--- src/sv/ggvc_pkg.sv ---
package ggvc_pkg;

  localparam int unsigned CORDIC_STAGES = 16;

  localparam int unsigned POS_W      = 32;
  localparam int unsigned ANG_W      = 16;
  localparam int unsigned CMD_W      = 16;
  localparam int unsigned DIFF_W     = POS_W + 1;
  localparam int unsigned FRAC_SHIFT = 24;
  localparam int unsigned XY_W       = 60;
  localparam int unsigned Z_W        = 36;
  localparam int unsigned XS_W       = XY_W - FRAC_SHIFT;
  localparam int unsigned SPLIT      = 18;
  localparam int unsigned GAIN_W     = 31;
  localparam int unsigned PLO_W      = SPLIT + 1 + GAIN_W;
  localparam int unsigned PHI_W      = XS_W - SPLIT + GAIN_W;
  localparam int unsigned PROD_W     = 68;
  localparam int unsigned SPD_SHIFT  = 34;
  localparam int unsigned TRN_SHIFT  = 19;
  localparam int unsigned HD_SHIFT   = 17;
  localparam int unsigned SAT_W      = 38;
  localparam int unsigned ATAN_W     = 30;

  localparam logic signed [Z_W-1:0]    PI_Q30     = 36'sd3373259426;
  localparam logic signed [Z_W-1:0]    TWO_PI_Q30 = 36'sd6746518852;
  localparam logic signed [GAIN_W-1:0] SPEED_GAIN = 31'sd521626299;

  localparam logic [ATAN_W-1:0] ATAN_Q30 [0:31] = '{
    30'h3243F6A8, 30'h1DAC6705, 30'h0FADBAFC, 30'h07F56EA6, 30'h03FEAB76, 30'h01FFD55B,
    30'h00FFFAAA, 30'h007FFF55, 30'h003FFFEA, 30'h001FFFFD, 30'h000FFFFF, 30'h0007FFFF,
    30'h0003FFFF, 30'h0001FFFF, 30'h0000FFFF, 30'h00007FFF, 30'h00003FFF, 30'h00001FFF,
    30'h00000FFF, 30'h000007FF, 30'h000003FF, 30'h000001FF, 30'h000000FF, 30'h0000007F,
    30'h0000003F, 30'h0000001F, 30'h0000000F, 30'h00000008, 30'h00000004, 30'h00000002,
    30'h00000001, 30'h00000000
  };

  typedef logic [1:0] cfg_idx_t;
  localparam cfg_idx_t CFG_SPEED_MIN     = 2'd0;
  localparam cfg_idx_t CFG_SPEED_MAX     = 2'd1;
  localparam cfg_idx_t CFG_TURN_RATE_MIN = 2'd2;
  localparam cfg_idx_t CFG_TURN_RATE_MAX = 2'd3;

  localparam logic signed [CMD_W-1:0] SPEED_MIN_RST     = 16'sd0;
  localparam logic signed [CMD_W-1:0] SPEED_MAX_RST     = 16'sd4096;
  localparam logic signed [CMD_W-1:0] TURN_RATE_MIN_RST = -16'sd4096;
  localparam logic signed [CMD_W-1:0] TURN_RATE_MAX_RST = 16'sd4096;

  typedef struct packed {
    logic valid;
    logic present;
    logic zero;
  } ctl_t;

  typedef struct packed {
    logic signed [CMD_W-1:0] speed_min;
    logic signed [CMD_W-1:0] speed_max;
    logic signed [CMD_W-1:0] turn_rate_min;
    logic signed [CMD_W-1:0] turn_rate_max;
  } cfg_t;

  function automatic logic signed [CMD_W-1:0] sat_cmd(input logic signed [SAT_W-1:0] v);
    logic signed [SAT_W-1:0] hi_lim;
    logic signed [SAT_W-1:0] lo_lim;
    hi_lim = SAT_W'(32767);
    lo_lim = -SAT_W'(32768);
    if (v > hi_lim) begin
      return 16'sh7FFF;
    end else if (v < lo_lim) begin
      return 16'sh8000;
    end
    return v[CMD_W-1:0];
  endfunction

  // Raise to the lower limit first, then lower to the upper one
  function automatic logic signed [CMD_W-1:0] clamp_cmd(input logic signed [CMD_W-1:0] v,
                                                        input logic signed [CMD_W-1:0] lo,
                                                        input logic signed [CMD_W-1:0] hi);
    logic signed [CMD_W-1:0] r;
    r = v;
    if (r < lo) begin
      r = lo;
    end
    if (r > hi) begin
      r = hi;
    end
    return r;
  endfunction

endpackage

--- src/sv/ggvc_front.sv ---
module ggvc_front import ggvc_pkg::*; (
  input  logic                    clk_i,
  input  logic                    rst_ni,
  input  logic                    en_i,
  input  logic                    valid_i,
  input  logic signed [POS_W-1:0] robot_x_i,
  input  logic signed [POS_W-1:0] robot_y_i,
  input  logic signed [ANG_W-1:0] robot_heading_i,
  input  logic signed [POS_W-1:0] goal_x_i,
  input  logic signed [POS_W-1:0] goal_y_i,
  input  logic                    goal_present_i,
  output ctl_t                    ctl_o,
  output logic signed [XY_W-1:0]  x_o,
  output logic signed [XY_W-1:0]  y_o,
  output logic signed [Z_W-1:0]   z_o,
  output logic signed [ANG_W-1:0] heading_o
);

  ctl_t                     diff_ctl_q;
  logic signed [DIFF_W-1:0] dx_q, dy_q;
  logic signed [ANG_W-1:0]  diff_hd_q;

  ctl_t                     rot_ctl_d, rot_ctl_q;
  logic signed [XY_W-1:0]   x_d, y_d, x_q, y_q;
  logic signed [Z_W-1:0]    z_d, z_q;
  logic signed [ANG_W-1:0]  rot_hd_q;

  logic signed [DIFF_W-1:0] dx_d, dy_d;
  logic signed [XY_W-1:0]   xe, ye;

  assign dx_d = DIFF_W'(goal_x_i) - DIFF_W'(robot_x_i);
  assign dy_d = DIFF_W'(goal_y_i) - DIFF_W'(robot_y_i);

  // Move the vector into the right half plane; the angle starts at 0, or at +pi or -pi when it is turned over
  always_comb begin
    xe = XY_W'(dx_q) <<< FRAC_SHIFT;
    ye = XY_W'(dy_q) <<< FRAC_SHIFT;
    rot_ctl_d      = diff_ctl_q;
    rot_ctl_d.zero = (dx_q == '0) && (dy_q == '0);
    if (dx_q[DIFF_W-1]) begin
      x_d = -xe;
      y_d = -ye;
      z_d = dy_q[DIFF_W-1] ? -PI_Q30 : PI_Q30;
    end else begin
      x_d = xe;
      y_d = ye;
      z_d = '0;
    end
  end

  always_ff @(posedge clk_i or negedge rst_ni) begin
    if (!rst_ni) begin
      diff_ctl_q <= '0;
      rot_ctl_q  <= '0;
    end else if (en_i) begin
      diff_ctl_q <= '{valid: valid_i, present: goal_present_i, zero: 1'b0};
      rot_ctl_q  <= rot_ctl_d;
    end
  end

  always_ff @(posedge clk_i) begin
    if (en_i) begin
      dx_q      <= dx_d;
      dy_q      <= dy_d;
      diff_hd_q <= robot_heading_i;
      x_q       <= x_d;
      y_q       <= y_d;
      z_q       <= z_d;
      rot_hd_q  <= diff_hd_q;
    end
  end

  assign ctl_o     = rot_ctl_q;
  assign x_o       = x_q;
  assign y_o       = y_q;
  assign z_o       = z_q;
  assign heading_o = rot_hd_q;

endmodule

--- config.mk ---
export PLATFORM = sky130hd
export DESIGN_NAME = ggvc_front
export DESIGN_NICKNAME = d
export VERILOG_FILES = /design/src/sv/ggvc_pkg.sv /design/src/sv/ggvc_front.sv
export SDC_FILE = /design/constraint.sdc
export NUM_CORES = 1
export LEC_CHECK = 0
export ABC_AREA = 1
export BUFFER_PORTS_ARGS = -buffer_cell sky130_fd_sc_hd__buf_4
export CAP_MARGIN = 20
export CORE_MARGIN = 5
export CORE_UTILIZATION = 45
export CTS_BUF_LIST = sky130_fd_sc_hd__clkbuf_4 sky130_fd_sc_hd__clkbuf_8
export DETAILED_ROUTE_END_ITERATION = 7
export GPL_TIMING_DRIVEN = 0
export HOLD_SLACK_MARGIN = 0.02
export PLACE_DENSITY = 0.67
export SLEW_MARGIN = 20
export SYNTH_ARGS = -nofsm -noshare
export SYNTH_HDL_FRONTEND = slang
export SYNTH_SLANG_ARGS = --single-unit
--- constraint.sdc ---
create_clock -name clk_i -period 2.9 [get_ports clk_i]
set_clock_uncertainty 0.2 [all_clocks]
set_input_delay 0.87 -clock clk_i [delete_from_list [all_inputs] [get_ports clk_i]]
set_output_delay 0.87 -clock clk_i [all_outputs]
set_load 0.01 [all_outputs]
==> run metrics <==
max_cap viols=0; post-synthesis simple-gate area fraction=between 20% and 30%; Hold Fails Final Rpt=0; Setup TNS=0 ns; Worst Hold Depth=0; Max VDD drop=261 uV; fin crit share=around nine tenths; WS Path Type=primary input to flip-flop; Synth Warn #=0; crit end category=flip-flop; Root Driver=clkbuf_8; status=finished, final reports clean; CTS tree=built; Top Ports=between 300 and 400; H-tree levels=4; post-synthesis cell area=approximately 13,000 sq um; total CTS buffers=17; min cycle time layout=roughly 2.7 ns; reg-to-reg critical path endpoint=x_o[56]; Via density=between 4 and 5; first-pass GRT wire length=between 50 and 60 mm; pwr/cell area=~470 nW/um^2; share of cells above drive strength 1=roughly a fifth; post-layout util=between 50 and 60%; Most used DFF post-synth=edfxtp_1; via count=11,600; arrival time worst endpoint=approximately 2.7 ns; Setup Slack @ Placement=-0.215 ns; Clk Latency, worst-skew pair=between 0.4 and 0.5 ns; Cell Area, Placed=about 16,000 sq um; hold_sp=diff_hd_q[14]; largest family of logic cells by synthesized area=simple AND/OR/NAND/NOR gates; Fillers=approximately 2,800; routed wire length=34.3 mm; worst reg2reg startpoint=dx_q[0]; Peak Freq=between 0.3 and 0.4 GHz; row count=62; initial DRC count=~670; commonest non-fill, non-tap cell in the layout=nand2_1; initial core utilization=a little under half; Final Setup Violations=0; gr usage total=20.7%; DRT antenna net count=0; Synth Area in Compound Gates=around 3.4%; Max Root-Sink Buffers=2; Seq cells post-synth=178; slew of the pin with the lowest slew margin=about 0.66 ns; Area Overhead vs Synth=24.0%; IO Port Bufs=about 270; Async S/R FF share, synth=between 2 and 3%; initial antenna violation count=0; Synth Area in Adders=6.74%; Worst R2R Path Depth=11; crit start category=primary input; ANT cells=0; final worst setup slack=between 0.2 and 0.25 ns; Placer Congestion=~0.9; xor and xnor area share after synthesis=slightly below 5%; DRC violations left=0; Pre-antenna DRT Iters=5; Rel. slew slack=55.8%; Final Cell Area=~16,000 sq um; RSZ-0062 raised after global routing=false; Mapped Cells=between 1,500 and 2,000; Post-CTS Setup Inserts=0; Hold/Removal Path Class=flip-flop to flip-flop; most frequent cells in the layout=640 x nand2_1, 391 x inv_1, 354 x buf_4; pin count of the biggest net entering global routing=95; hold bufs inserted after CTS=1; core region area=just under 30,000 sq um; leakage power=9.08 nW; internal reg-to-reg setup slack=between 0.4 and 0.5 ns; CTS Sinks=roughly 180; Congestion Overflow GR=0; Gates resized, CTS repair=0; CP max FO=3; post-synthesis mux area share=0%; Synth cell types=38; width of the die=~180 um; Die Y=~180 um; hpwl dp=approximately 30 mm; WL per Instance=between 10 and 15 um; Post-synth EDFFs=about 170; final net count=2,385; syn avg cell area=roughly 7.3 sq um; max-slew violations=0; vias in the first global route=11,200; Clock transition at path regs=around 0.090 ns; register area share after synthesis=40.2%; Hold EP=heading_o[14]; die area=32,900 sq um; critical path data required time=a little under 3 ns
per-stage QoR:
step	hold slack [ns]	std cells	total power, mW
after global placement	0.201	2529	6.08
after floorplan	0.200	1871	5.04
after detailed placement	0.207	2530	6.12
after CTS	0.228	2563	7.79
final	0.227	2563	7.72
after global routing	0.238	2563	8.25
how the worst max path moves through the flow:
stage | startpoint | to | slack [ns] | cells past startpoint
2_1_floorplan | goal_x_i[0] | dx_q[32] | 0.27 | 13
3_3_place_gp | en_i | diff_ctl_q[2] | -0.39 | 3
3_5_place_dp | goal_y_i[0] | dy_q[30] | -0.22 | 14
4_1_cts | z_o[34] | z_o[34] | 0.19 | 2
5_1_grt | z_o[34] | z_o[3] | 0.12 | 2
6_report | goal_y_i[0] | dy_q[30] | 0.23 | 14
final cells by class:
class | count | area (sq um) | share of cell area [%]
clock inverter | 14 | 155 | 0.947
buffer | 92 | 664 | 4.05
sequential | 178 | 5320 | 32.5
tap | 384 | 480 | 2.93
multi-input combinational | 1209 | 5950 | 36.3
clock buffer | 18 | 241 | 1.47
timing repair buffer | 276 | 2100 | 12.8
inverter | 392 | 1470 | 8.98
cell usage after synthesis (all sizes together) (3+ instances only):
| cell type | number | area share [%] |
|---|---|---|
| buf | 88 | 4.9 |
| a31oi | 3 | 0.14 |
| xnor2 | 12 | 0.80 |
| nand3b | 3 | 0.17 |
| o211ai | 3 | 0.17 |
| nand2 | 643 | 18 |
| clkbuf | 4 | 0.11 |
| nand4 | 18 | 0.85 |
| o21ai | 23 | 0.93 |
| xor2 | 62 | 4.1 |
| nor2 | 157 | 4.7 |
| or2 | 3 | 0.14 |
| ha | 68 | 6.4 |
| and2 | 6 | 0.28 |
| edfxtp | 173 | 39 |
| a21oi | 49 | 1.9 |
| nand3 | 86 | 3.5 |
| dfrtp | 5 | 0.95 |
| inv | 392 | 11 |
| nor3 | 13 | 0.53 |
logic make-up (layout without fill, tap and decap cells):
| group | after synthesis | count (layout) |
|---|---|---|
| DFF | 178 | 178 |
| xor gates and xnor gates | 74 | 74 |
| and+or+nand+nor | 930 | 930 |
| AOI/OAI and AO/OA | 83 | 83 |
| adders and majority gates | 70 | 70 |
| buffers and inverters | 484 | 792 |
| other | 1 | 52 |
report_power, final:
part           switching [mW]  total, mW  internal, mW
clock network           0.881       1.67         0.785
registers               0.203       3.52          3.31
logic                    1.50       2.54          1.04
total                    2.58       7.72          5.14
worst max-delay path, stage by stage:
cell and delay [ns]:
buf_4 0.08, inv_1 0.06, ha_1 0.23, fa_1 0.42, inv_1 0.08, nand2_1 0.05, nand2_1 0.10, nand3_1 0.07
nand2_1 0.12, nand2_1 0.07, nand2_1 0.17, nand2_1 0.17, nand3_1 0.11, nand2_1 0.08
state kept, by name (all words and copies together) (netlist names):
signal,count
ctl_o,3
diff_ctl_q,2
diff_hd_q,16
dx_q,33
dy_q,33
heading_o,16
x_o,36
y_o,36
z_o,3
metal layers:
metal  GRT usage [%]  part of all wire [%]  up-vias
met5               0                     0        -
li1                -                     -     6141
met2            32.5                    43      359
met3            3.50                   6.0       14
met4            3.93                  0.70        0
met1            30.5                    50     5055
No activity file was read; power rests on OpenSTA's default activity.
