--- src/sv/ggvc_pkg.sv ---
package ggvc_pkg;

  localparam int unsigned CORDIC_STAGES = 16;

  localparam int unsigned POS_W      = 32;
  localparam int unsigned ANG_W      = 16;
  localparam int unsigned CMD_W      = 16;
  localparam int unsigned DIFF_W     = POS_W + 1;
  localparam int unsigned FRAC_SHIFT = 24;
  localparam int unsigned XY_W       = 60;
  localparam int unsigned Z_W        = 36;
  localparam int unsigned XS_W       = XY_W - FRAC_SHIFT;
  localparam int unsigned SPLIT      = 18;
  localparam int unsigned GAIN_W     = 31;
  localparam int unsigned PLO_W      = SPLIT + 1 + GAIN_W;
  localparam int unsigned PHI_W      = XS_W - SPLIT + GAIN_W;
  localparam int unsigned PROD_W     = 68;
  localparam int unsigned SPD_SHIFT  = 34;
  localparam int unsigned TRN_SHIFT  = 19;
  localparam int unsigned HD_SHIFT   = 17;
  localparam int unsigned SAT_W      = 38;
  localparam int unsigned ATAN_W     = 30;

  localparam logic signed [Z_W-1:0]    PI_Q30     = 36'sd3373259426;
  localparam logic signed [Z_W-1:0]    TWO_PI_Q30 = 36'sd6746518852;
  localparam logic signed [GAIN_W-1:0] SPEED_GAIN = 31'sd521626299;

  localparam logic [ATAN_W-1:0] ATAN_Q30 [0:31] = '{
    30'h3243F6A8, 30'h1DAC6705, 30'h0FADBAFC, 30'h07F56EA6, 30'h03FEAB76, 30'h01FFD55B,
    30'h00FFFAAA, 30'h007FFF55, 30'h003FFFEA, 30'h001FFFFD, 30'h000FFFFF, 30'h0007FFFF,
    30'h0003FFFF, 30'h0001FFFF, 30'h0000FFFF, 30'h00007FFF, 30'h00003FFF, 30'h00001FFF,
    30'h00000FFF, 30'h000007FF, 30'h000003FF, 30'h000001FF, 30'h000000FF, 30'h0000007F,
    30'h0000003F, 30'h0000001F, 30'h0000000F, 30'h00000008, 30'h00000004, 30'h00000002,
    30'h00000001, 30'h00000000
  };

  typedef logic [1:0] cfg_idx_t;
  localparam cfg_idx_t CFG_SPEED_MIN     = 2'd0;
  localparam cfg_idx_t CFG_SPEED_MAX     = 2'd1;
  localparam cfg_idx_t CFG_TURN_RATE_MIN = 2'd2;
  localparam cfg_idx_t CFG_TURN_RATE_MAX = 2'd3;

  localparam logic signed [CMD_W-1:0] SPEED_MIN_RST     = 16'sd0;
  localparam logic signed [CMD_W-1:0] SPEED_MAX_RST     = 16'sd4096;
  localparam logic signed [CMD_W-1:0] TURN_RATE_MIN_RST = -16'sd4096;
  localparam logic signed [CMD_W-1:0] TURN_RATE_MAX_RST = 16'sd4096;

  typedef struct packed {
    logic valid;
    logic present;
    logic zero;
  } ctl_t;

  typedef struct packed {
    logic signed [CMD_W-1:0] speed_min;
    logic signed [CMD_W-1:0] speed_max;
    logic signed [CMD_W-1:0] turn_rate_min;
    logic signed [CMD_W-1:0] turn_rate_max;
  } cfg_t;

  function automatic logic signed [CMD_W-1:0] sat_cmd(input logic signed [SAT_W-1:0] v);
    logic signed [SAT_W-1:0] hi_lim;
    logic signed [SAT_W-1:0] lo_lim;
    hi_lim = SAT_W'(32767);
    lo_lim = -SAT_W'(32768);
    if (v > hi_lim) begin
      return 16'sh7FFF;
    end else if (v < lo_lim) begin
      return 16'sh8000;
    end
    return v[CMD_W-1:0];
  endfunction

  // Raise to the lower limit first, then lower to the upper one
  function automatic logic signed [CMD_W-1:0] clamp_cmd(input logic signed [CMD_W-1:0] v,
                                                        input logic signed [CMD_W-1:0] lo,
                                                        input logic signed [CMD_W-1:0] hi);
    logic signed [CMD_W-1:0] r;
    r = v;
    if (r < lo) begin
      r = lo;
    end
    if (r > hi) begin
      r = hi;
    end
    return r;
  endfunction

endpackage

--- src/sv/ggvc_cmd.sv ---
module ggvc_cmd import ggvc_pkg::*; (
  input  logic                    clk_i,
  input  logic                    rst_ni,
  input  logic                    en_i,
  input  ctl_t                    ctl_i,
  input  logic signed [XY_W-1:0]  x_i,
  input  logic signed [Z_W-1:0]   z_i,
  input  logic signed [ANG_W-1:0] heading_i,
  input  cfg_t                    cfg_i,
  output logic                    valid_o,
  output logic signed [CMD_W-1:0] speed_o,
  output logic signed [CMD_W-1:0] turn_rate_o
);

  // Stage 1: partial products of the speed gain, raw heading error
  ctl_t                     mul_ctl_q;
  logic signed [PLO_W-1:0]  p_lo_d, p_lo_q;
  logic signed [PHI_W-1:0]  p_hi_d, p_hi_q;
  logic signed [Z_W-1:0]    err_d, err_q;
  logic signed [XS_W-1:0]   xsh;
  logic signed [Z_W-1:0]    z_eff;
  logic signed [SPLIT:0]    lo_part;
  logic signed [XS_W-SPLIT-1:0] hi_part;

  always_comb begin
    xsh     = ctl_i.zero ? '0 : XS_W'(x_i >>> FRAC_SHIFT);
    z_eff   = ctl_i.zero ? '0 : z_i;
    lo_part = $signed({1'b0, xsh[SPLIT-1:0]});
    hi_part = xsh[XS_W-1:SPLIT];
    p_lo_d  = lo_part * SPEED_GAIN;
    p_hi_d  = hi_part * SPEED_GAIN;
    err_d   = z_eff - (Z_W'(heading_i) <<< HD_SHIFT);
  end

  // Stage 2: combine the products, wrap the error into [-pi, pi]
  ctl_t                     sum_ctl_q;
  logic signed [PROD_W-1:0] prod_d, prod_q;
  logic signed [Z_W-1:0]    werr_d, werr_q;

  always_comb begin
    prod_d = (PROD_W'(p_hi_q) <<< SPLIT) + PROD_W'(p_lo_q);
    if (err_q > PI_Q30) begin
      werr_d = err_q - TWO_PI_Q30;
    end else if (err_q < -PI_Q30) begin
      werr_d = err_q + TWO_PI_Q30;
    end else begin
      werr_d = err_q;
    end
  end

  // Stage 3: round half up and saturate
  ctl_t                     rnd_ctl_q;
  logic signed [PROD_W-1:0] spd_full;
  logic signed [SAT_W-1:0]  trn_full;
  logic signed [CMD_W-1:0]  spd_sat_d, spd_sat_q, trn_sat_d, trn_sat_q;

  always_comb begin
    spd_full  = (prod_q + (PROD_W'(1) <<< (SPD_SHIFT - 1))) >>> SPD_SHIFT;
    trn_full  = (SAT_W'(werr_q) * SAT_W'(3) + (SAT_W'(1) <<< (TRN_SHIFT - 1))) >>> TRN_SHIFT;
    spd_sat_d = sat_cmd(SAT_W'(spd_full));
    trn_sat_d = sat_cmd(trn_full);
  end

  // Stage 4: clamp to the configured limits, or force zero without a goal, into the output register
  logic                    out_valid_q;
  logic signed [CMD_W-1:0] speed_d, speed_q, turn_d, turn_q;

  always_comb begin
    if (rnd_ctl_q.present) begin
      speed_d = clamp_cmd(spd_sat_q, cfg_i.speed_min, cfg_i.speed_max);
      turn_d  = clamp_cmd(trn_sat_q, cfg_i.turn_rate_min, cfg_i.turn_rate_max);
    end else begin
      speed_d = '0;
      turn_d  = '0;
    end
  end

  always_ff @(posedge clk_i or negedge rst_ni) begin
    if (!rst_ni) begin
      mul_ctl_q   <= '0;
      sum_ctl_q   <= '0;
      rnd_ctl_q   <= '0;
      out_valid_q <= 1'b0;
    end else if (en_i) begin
      mul_ctl_q   <= ctl_i;
      sum_ctl_q   <= mul_ctl_q;
      rnd_ctl_q   <= sum_ctl_q;
      out_valid_q <= rnd_ctl_q.valid;
    end
  end

  always_ff @(posedge clk_i) begin
    if (en_i) begin
      p_lo_q    <= p_lo_d;
      p_hi_q    <= p_hi_d;
      err_q     <= err_d;
      prod_q    <= prod_d;
      werr_q    <= werr_d;
      spd_sat_q <= spd_sat_d;
      trn_sat_q <= trn_sat_d;
      speed_q   <= speed_d;
      turn_q    <= turn_d;
    end
  end

  assign valid_o     = out_valid_q;
  assign speed_o     = speed_q;
  assign turn_rate_o = turn_q;

endmodule

--- config.mk ---
export PLATFORM = sky130hd
export DESIGN_NAME = ggvc_cmd
export DESIGN_NICKNAME = d
export VERILOG_FILES = /design/src/sv/ggvc_pkg.sv /design/src/sv/ggvc_cmd.sv
export SDC_FILE = /design/constraint.sdc
export NUM_CORES = 2
export LEC_CHECK = 0
export ABC_AREA = 0
export BUFFER_PORTS_ARGS = -buffer_cell sky130_fd_sc_hd__buf_2
export CORE_ASPECT_RATIO = 1.4
export CORE_UTILIZATION = 40
export CTS_CLUSTER_SIZE = 12
export DETAILED_ROUTE_END_ITERATION = 16
export RECOVER_POWER = 100
export SYNTH_ARGS = -nofsm -noshare
export SYNTH_HDL_FRONTEND = slang
export SYNTH_SLANG_ARGS = --single-unit
--- constraint.sdc ---
create_clock -name clk_i -period 6.2 [get_ports clk_i]
set_clock_uncertainty 0.15 [all_clocks]
set_input_delay 0.31 -clock clk_i [delete_from_list [all_inputs] [get_ports clk_i]]
set_output_delay 0.31 -clock clk_i [all_outputs]
set_load 0.01 [all_outputs]
==> qor.csv <==
stage;metric;value;unit
cts;# clock sinks;254;
cts;clk_lat worst skew;580;ps
final_layout;# fillers;7867;
final_layout;finished layout cell area;41400;sq um
logic_synthesis;top post-synthesis cells by count;inv_1 (800), ha_1 (554), fa_1 (378);
critical_path;CP max-delay cell;fa_1;
global_routing;met2 usage;0.395;
logic_synthesis;largest family of logic cells by synthesized area;adder cells;
outcome;failing checks;max-capacitance violations, max-slew violations;
die;IO Pins;215;
logic_synthesis;post-synthesis cell count;3386;
detailed_routing;post-route ant nets;0;
global_routing;gr ovfl total;0;
worst_hold_path;Hold Path Sink;speed_o[7]$_SDFFCE_PN0P_;
critical_path;R2R setup slack;480;ps
power;total net switching power;9.12;mW
detailed_routing;Residual DRC;0;
die;row count;126;
sta;Total Neg Setup Slack;0;ps
critical_path;crit path kind;input port to flip-flop;
cts;CTS root buf;clkbuf_16;
global_routing;M1 GR Usage;0.225;
power;switching share of power;0.433;
critical_path;CP required;6370;ps
placement;port bufs;190;
critical_path;worst r2r dst;turn_rate_o[7]$_SDFFCE_PN0P_;
logic_synthesis;Seq/Total Area, Yosys;0.224;
detailed_routing;initial DRC count;857;
power;Reg power frac;0.166;
die;die area;86100;sq um
placement;pre-CTS setup slack;-739;ps
logic_synthesis;Avg Cell Area, Syn;10.0;sq um
final_layout;nets;5125;
critical_path;Worst Setup Start Kind;input port;
detailed_routing;wire length per cell;17.0;microns
cts;TritonCTS clock tree;yes;
logic_synthesis;Synth area leaders;fa_1 (22%), edfxtp_1 (22%), ha_1 (20%);
sta;PnR worst setup slack;173;ps
logic_synthesis;Synth Area in Adders;0.427;
sta;Min Hold Slack;21.3;ps
logic_synthesis;Most used DFF post-synth;edfxtp_1;
die;core box area;84200;sq um
detailed_routing;Total Routed Length;86900;microns
logic_synthesis;post-synthesis net count;4500;
critical_path;most used cell, CP;fa_1;
sta;Slew headroom;-3.04;
die;Initial Util;0.403;
final_layout;layout cells sized above 1;0.196;
global_routing;first-pass GRT wire length;137000;microns
critical_path;Max stage delay on crit path;560;ps
critical_path;CP startpoint;ctl_i[0];
detailed_routing;via count;25189;
die;die width;248;microns
power;Leak Pwr;20.7;nW
critical_path;Setup crit end kind;flip-flop;
sta;Final min period;6030;ps
global_routing;initial antenna violation count;7;
critical_path;Worst Reg2Reg Path Length in Cells;25;
critical_path;Arrival @ worst endpoint;6200;ps
global_routing;largest net degree at the start of global routing;146;
logic_synthesis;synth warn;0;
critical_path;Worst R2R Start;trn_sat_q[1]$_DFFE_PP_;
worst_hold_path;worst hold start;cfg_i[39];
global_routing;met3 Usage GRT;0.0177;
logic_synthesis;Synth Area in XOR/XNOR;0.0464;
sta;fin crit share;0.972;
global_routing;vias in the first global route;26805;
global_routing;GRT Resource Usage Total;0.203;
final_layout;Area Overhead vs Synth;21.8;%
worst_hold_path;class of the worst hold path;input port to flip-flop;
global_routing;Most Used Layer, Global Route;met2;
cts;H-tree levels;1;
power;maximum vdd ir drop;0.365;mV
flow_run;count of max-cap constraint violations;2;
detailed_routing;Via density;4.91;
sta;Final Hold Vio Count;0;
logic_synthesis;simple-gate area share of the yosys netlist;0.0884;
sta;Pins Over Slew Limit;150;
worst_hold_path;worst hold stages;3;
logic_synthesis;leading area contributor after synthesis;fa_1;
critical_path;worst-path fanout max;6;
logic_synthesis;share of flip-flops with an asynchronous set or reset;0.0276;
cts;Clk pin slew, worst setup/hold paths;60;ps
die;die height;347;microns
logic_synthesis;Synth top area share;0.223;
logic_synthesis;mux share of post-synthesis cell area;0.00943;
power;internal power;11.9;mW
outcome;status;finished with violations;
logic_synthesis;Synth Area in Compound Gates;0.110;
sta;actual slew at the worst max-slew pin;6060;ps
sta;RSZ-0062 raised after global routing;true;
logic_synthesis;most frequent cell after synthesis;inv_1;
detailed_routing;first-pass detailed-route iteration total;5;
logic_synthesis;Post-synth EDFFs;247;
power;Clock Power Share;0.082;
sta;Finish-stage setup viols;0;
power;combinational share of power;0.752;
power;cell area power density;509;nW/um^2
cts;TritonCTS buffer count;29;
cts;Max Buffers Root-to-Sink;3;
placement;GP Congestion;0.939;
sta;upper clock frequency limit;166;MHz
logic_synthesis;number of synthesized register bits;254;
logic_synthesis;post-synthesis cell type count;99;
power;total power;21.0;mW
logic_synthesis;synthesized cell area;34000;sq um
placement;DP Area;39600;sq um
placement;HPWL Detailed;74500;microns
## cells by family (layout without fill, tap and decap cells)
kind of cell,count (synthesis),after routing
adder cells (fa/ha/maj),932,932
AND/OR/NAND/NOR,566,566
multiplexers,31,31
flip-flops,254,254
other,0,6
AO/OA/AOI/OAI,571,571
XOR/XNOR,180,180
buffers and inverters,852,1498
## metrics by stage
step,cells,util
finish,5126,0.491
global route,5125,0.491
CTS,5109,0.488
detailed placement,5006,0.471
global placement,5006,0.471
floorplan,3386,-
## power groups by stage
stage	Sequential (mW)	Combinational (mW)	Clock (mW)
floorplan	3.40	10.4	0
global placement	3.52	15.4	0
detailed placement	3.53	15.6	0
CTS	3.50	15.8	1.77
global route	3.57	17.9	1.82
finish	3.50	15.8	1.72
## sequential cells by signal (all words and copies together), names as in the netlist
signal       cells
prod_q          34
turn_rate_o     16
trn_sat_q       16
sum_ctl_q        2
spd_sat_q       16
p_hi_q          48
rnd_ctl_q        2
valid_o          1
p_lo_q          29
werr_q          36
mul_ctl_q        2
speed_o         16
err_q           36
## per-layer routing
| metal | vias up | part of all wire |
|---|---|---|
| met5 | - | 0.00015 |
| met2 | 463 | 0.54 |
| met1 | 12096 | 0.39 |
| met3 | 143 | 0.032 |
| li1 | 12485 | - |
| met4 | 2 | 0.042 |
## timing repair
action,CTS,global route
endpoints found under the hold margin,46,0
endpoints found under the setup margin,10,28
setup buffers,0,9
gates cloned,0,2
hold buffers,51,0
resized for setup,3,50
pin swaps,0,47
## how the worst max path moves through the flow
stage / slack [ps] / endpoint / cells after the start
finish: 170 / p_lo_q[46]$_DFFE_PP_ / 25
global route: -20 / p_lo_q[46]$_DFFE_PP_ / 25
CTS: 4 / p_hi_q[44]$_DFFE_PP_ / 23
detailed placement: -740 / p_lo_q[46]$_DFFE_PP_ / 26
global placement: -640 / p_hi_q[44]$_DFFE_PP_ / 26
floorplan: -220 / p_hi_q[44]$_DFFE_PP_ / 25
## final cells by class
class | count | area [sq um] | area share
Sequential cell | 254 | 7590 | 0.184
Multi-Input combinational cell | 2280 | 23900 | 0.577
Tap cell | 1088 | 1360 | 0.0329
Clock inverter | 12 | 148 | 0.00357
Clock buffer | 40 | 798 | 0.0193
Timing Repair Buffer | 646 | 4560 | 0.110
Antenna cell | 6 | 15.0 | 0.000363
Inverter | 800 | 3020 | 0.0730
## worst max-delay path, delay by kind of cell
| kind | cells | cell delay (ps) |
|---|---|---|
| and+or+nand+nor | 4 | 740 |
| xor gates and xnor gates | 1 | 90 |
| adders and majority gates | 7 | 3390 |
| buffers and inverters | 7 | 530 |
| AOI/OAI and AO/OA | 6 | 1110 |
## layout by cell type, fill, tap and decap left out, drive strengths merged, types with 106 or more instances in the layout
cell,netlist,layout
a21oi,144,144
buf,15,554
edfxtp,247,247
fa,378,378
ha,554,554
inv,800,802
nand2,122,122
nor2,106,106
o21ai,131,131
xnor2,115,115
Power figures use the tool's default switching activity.
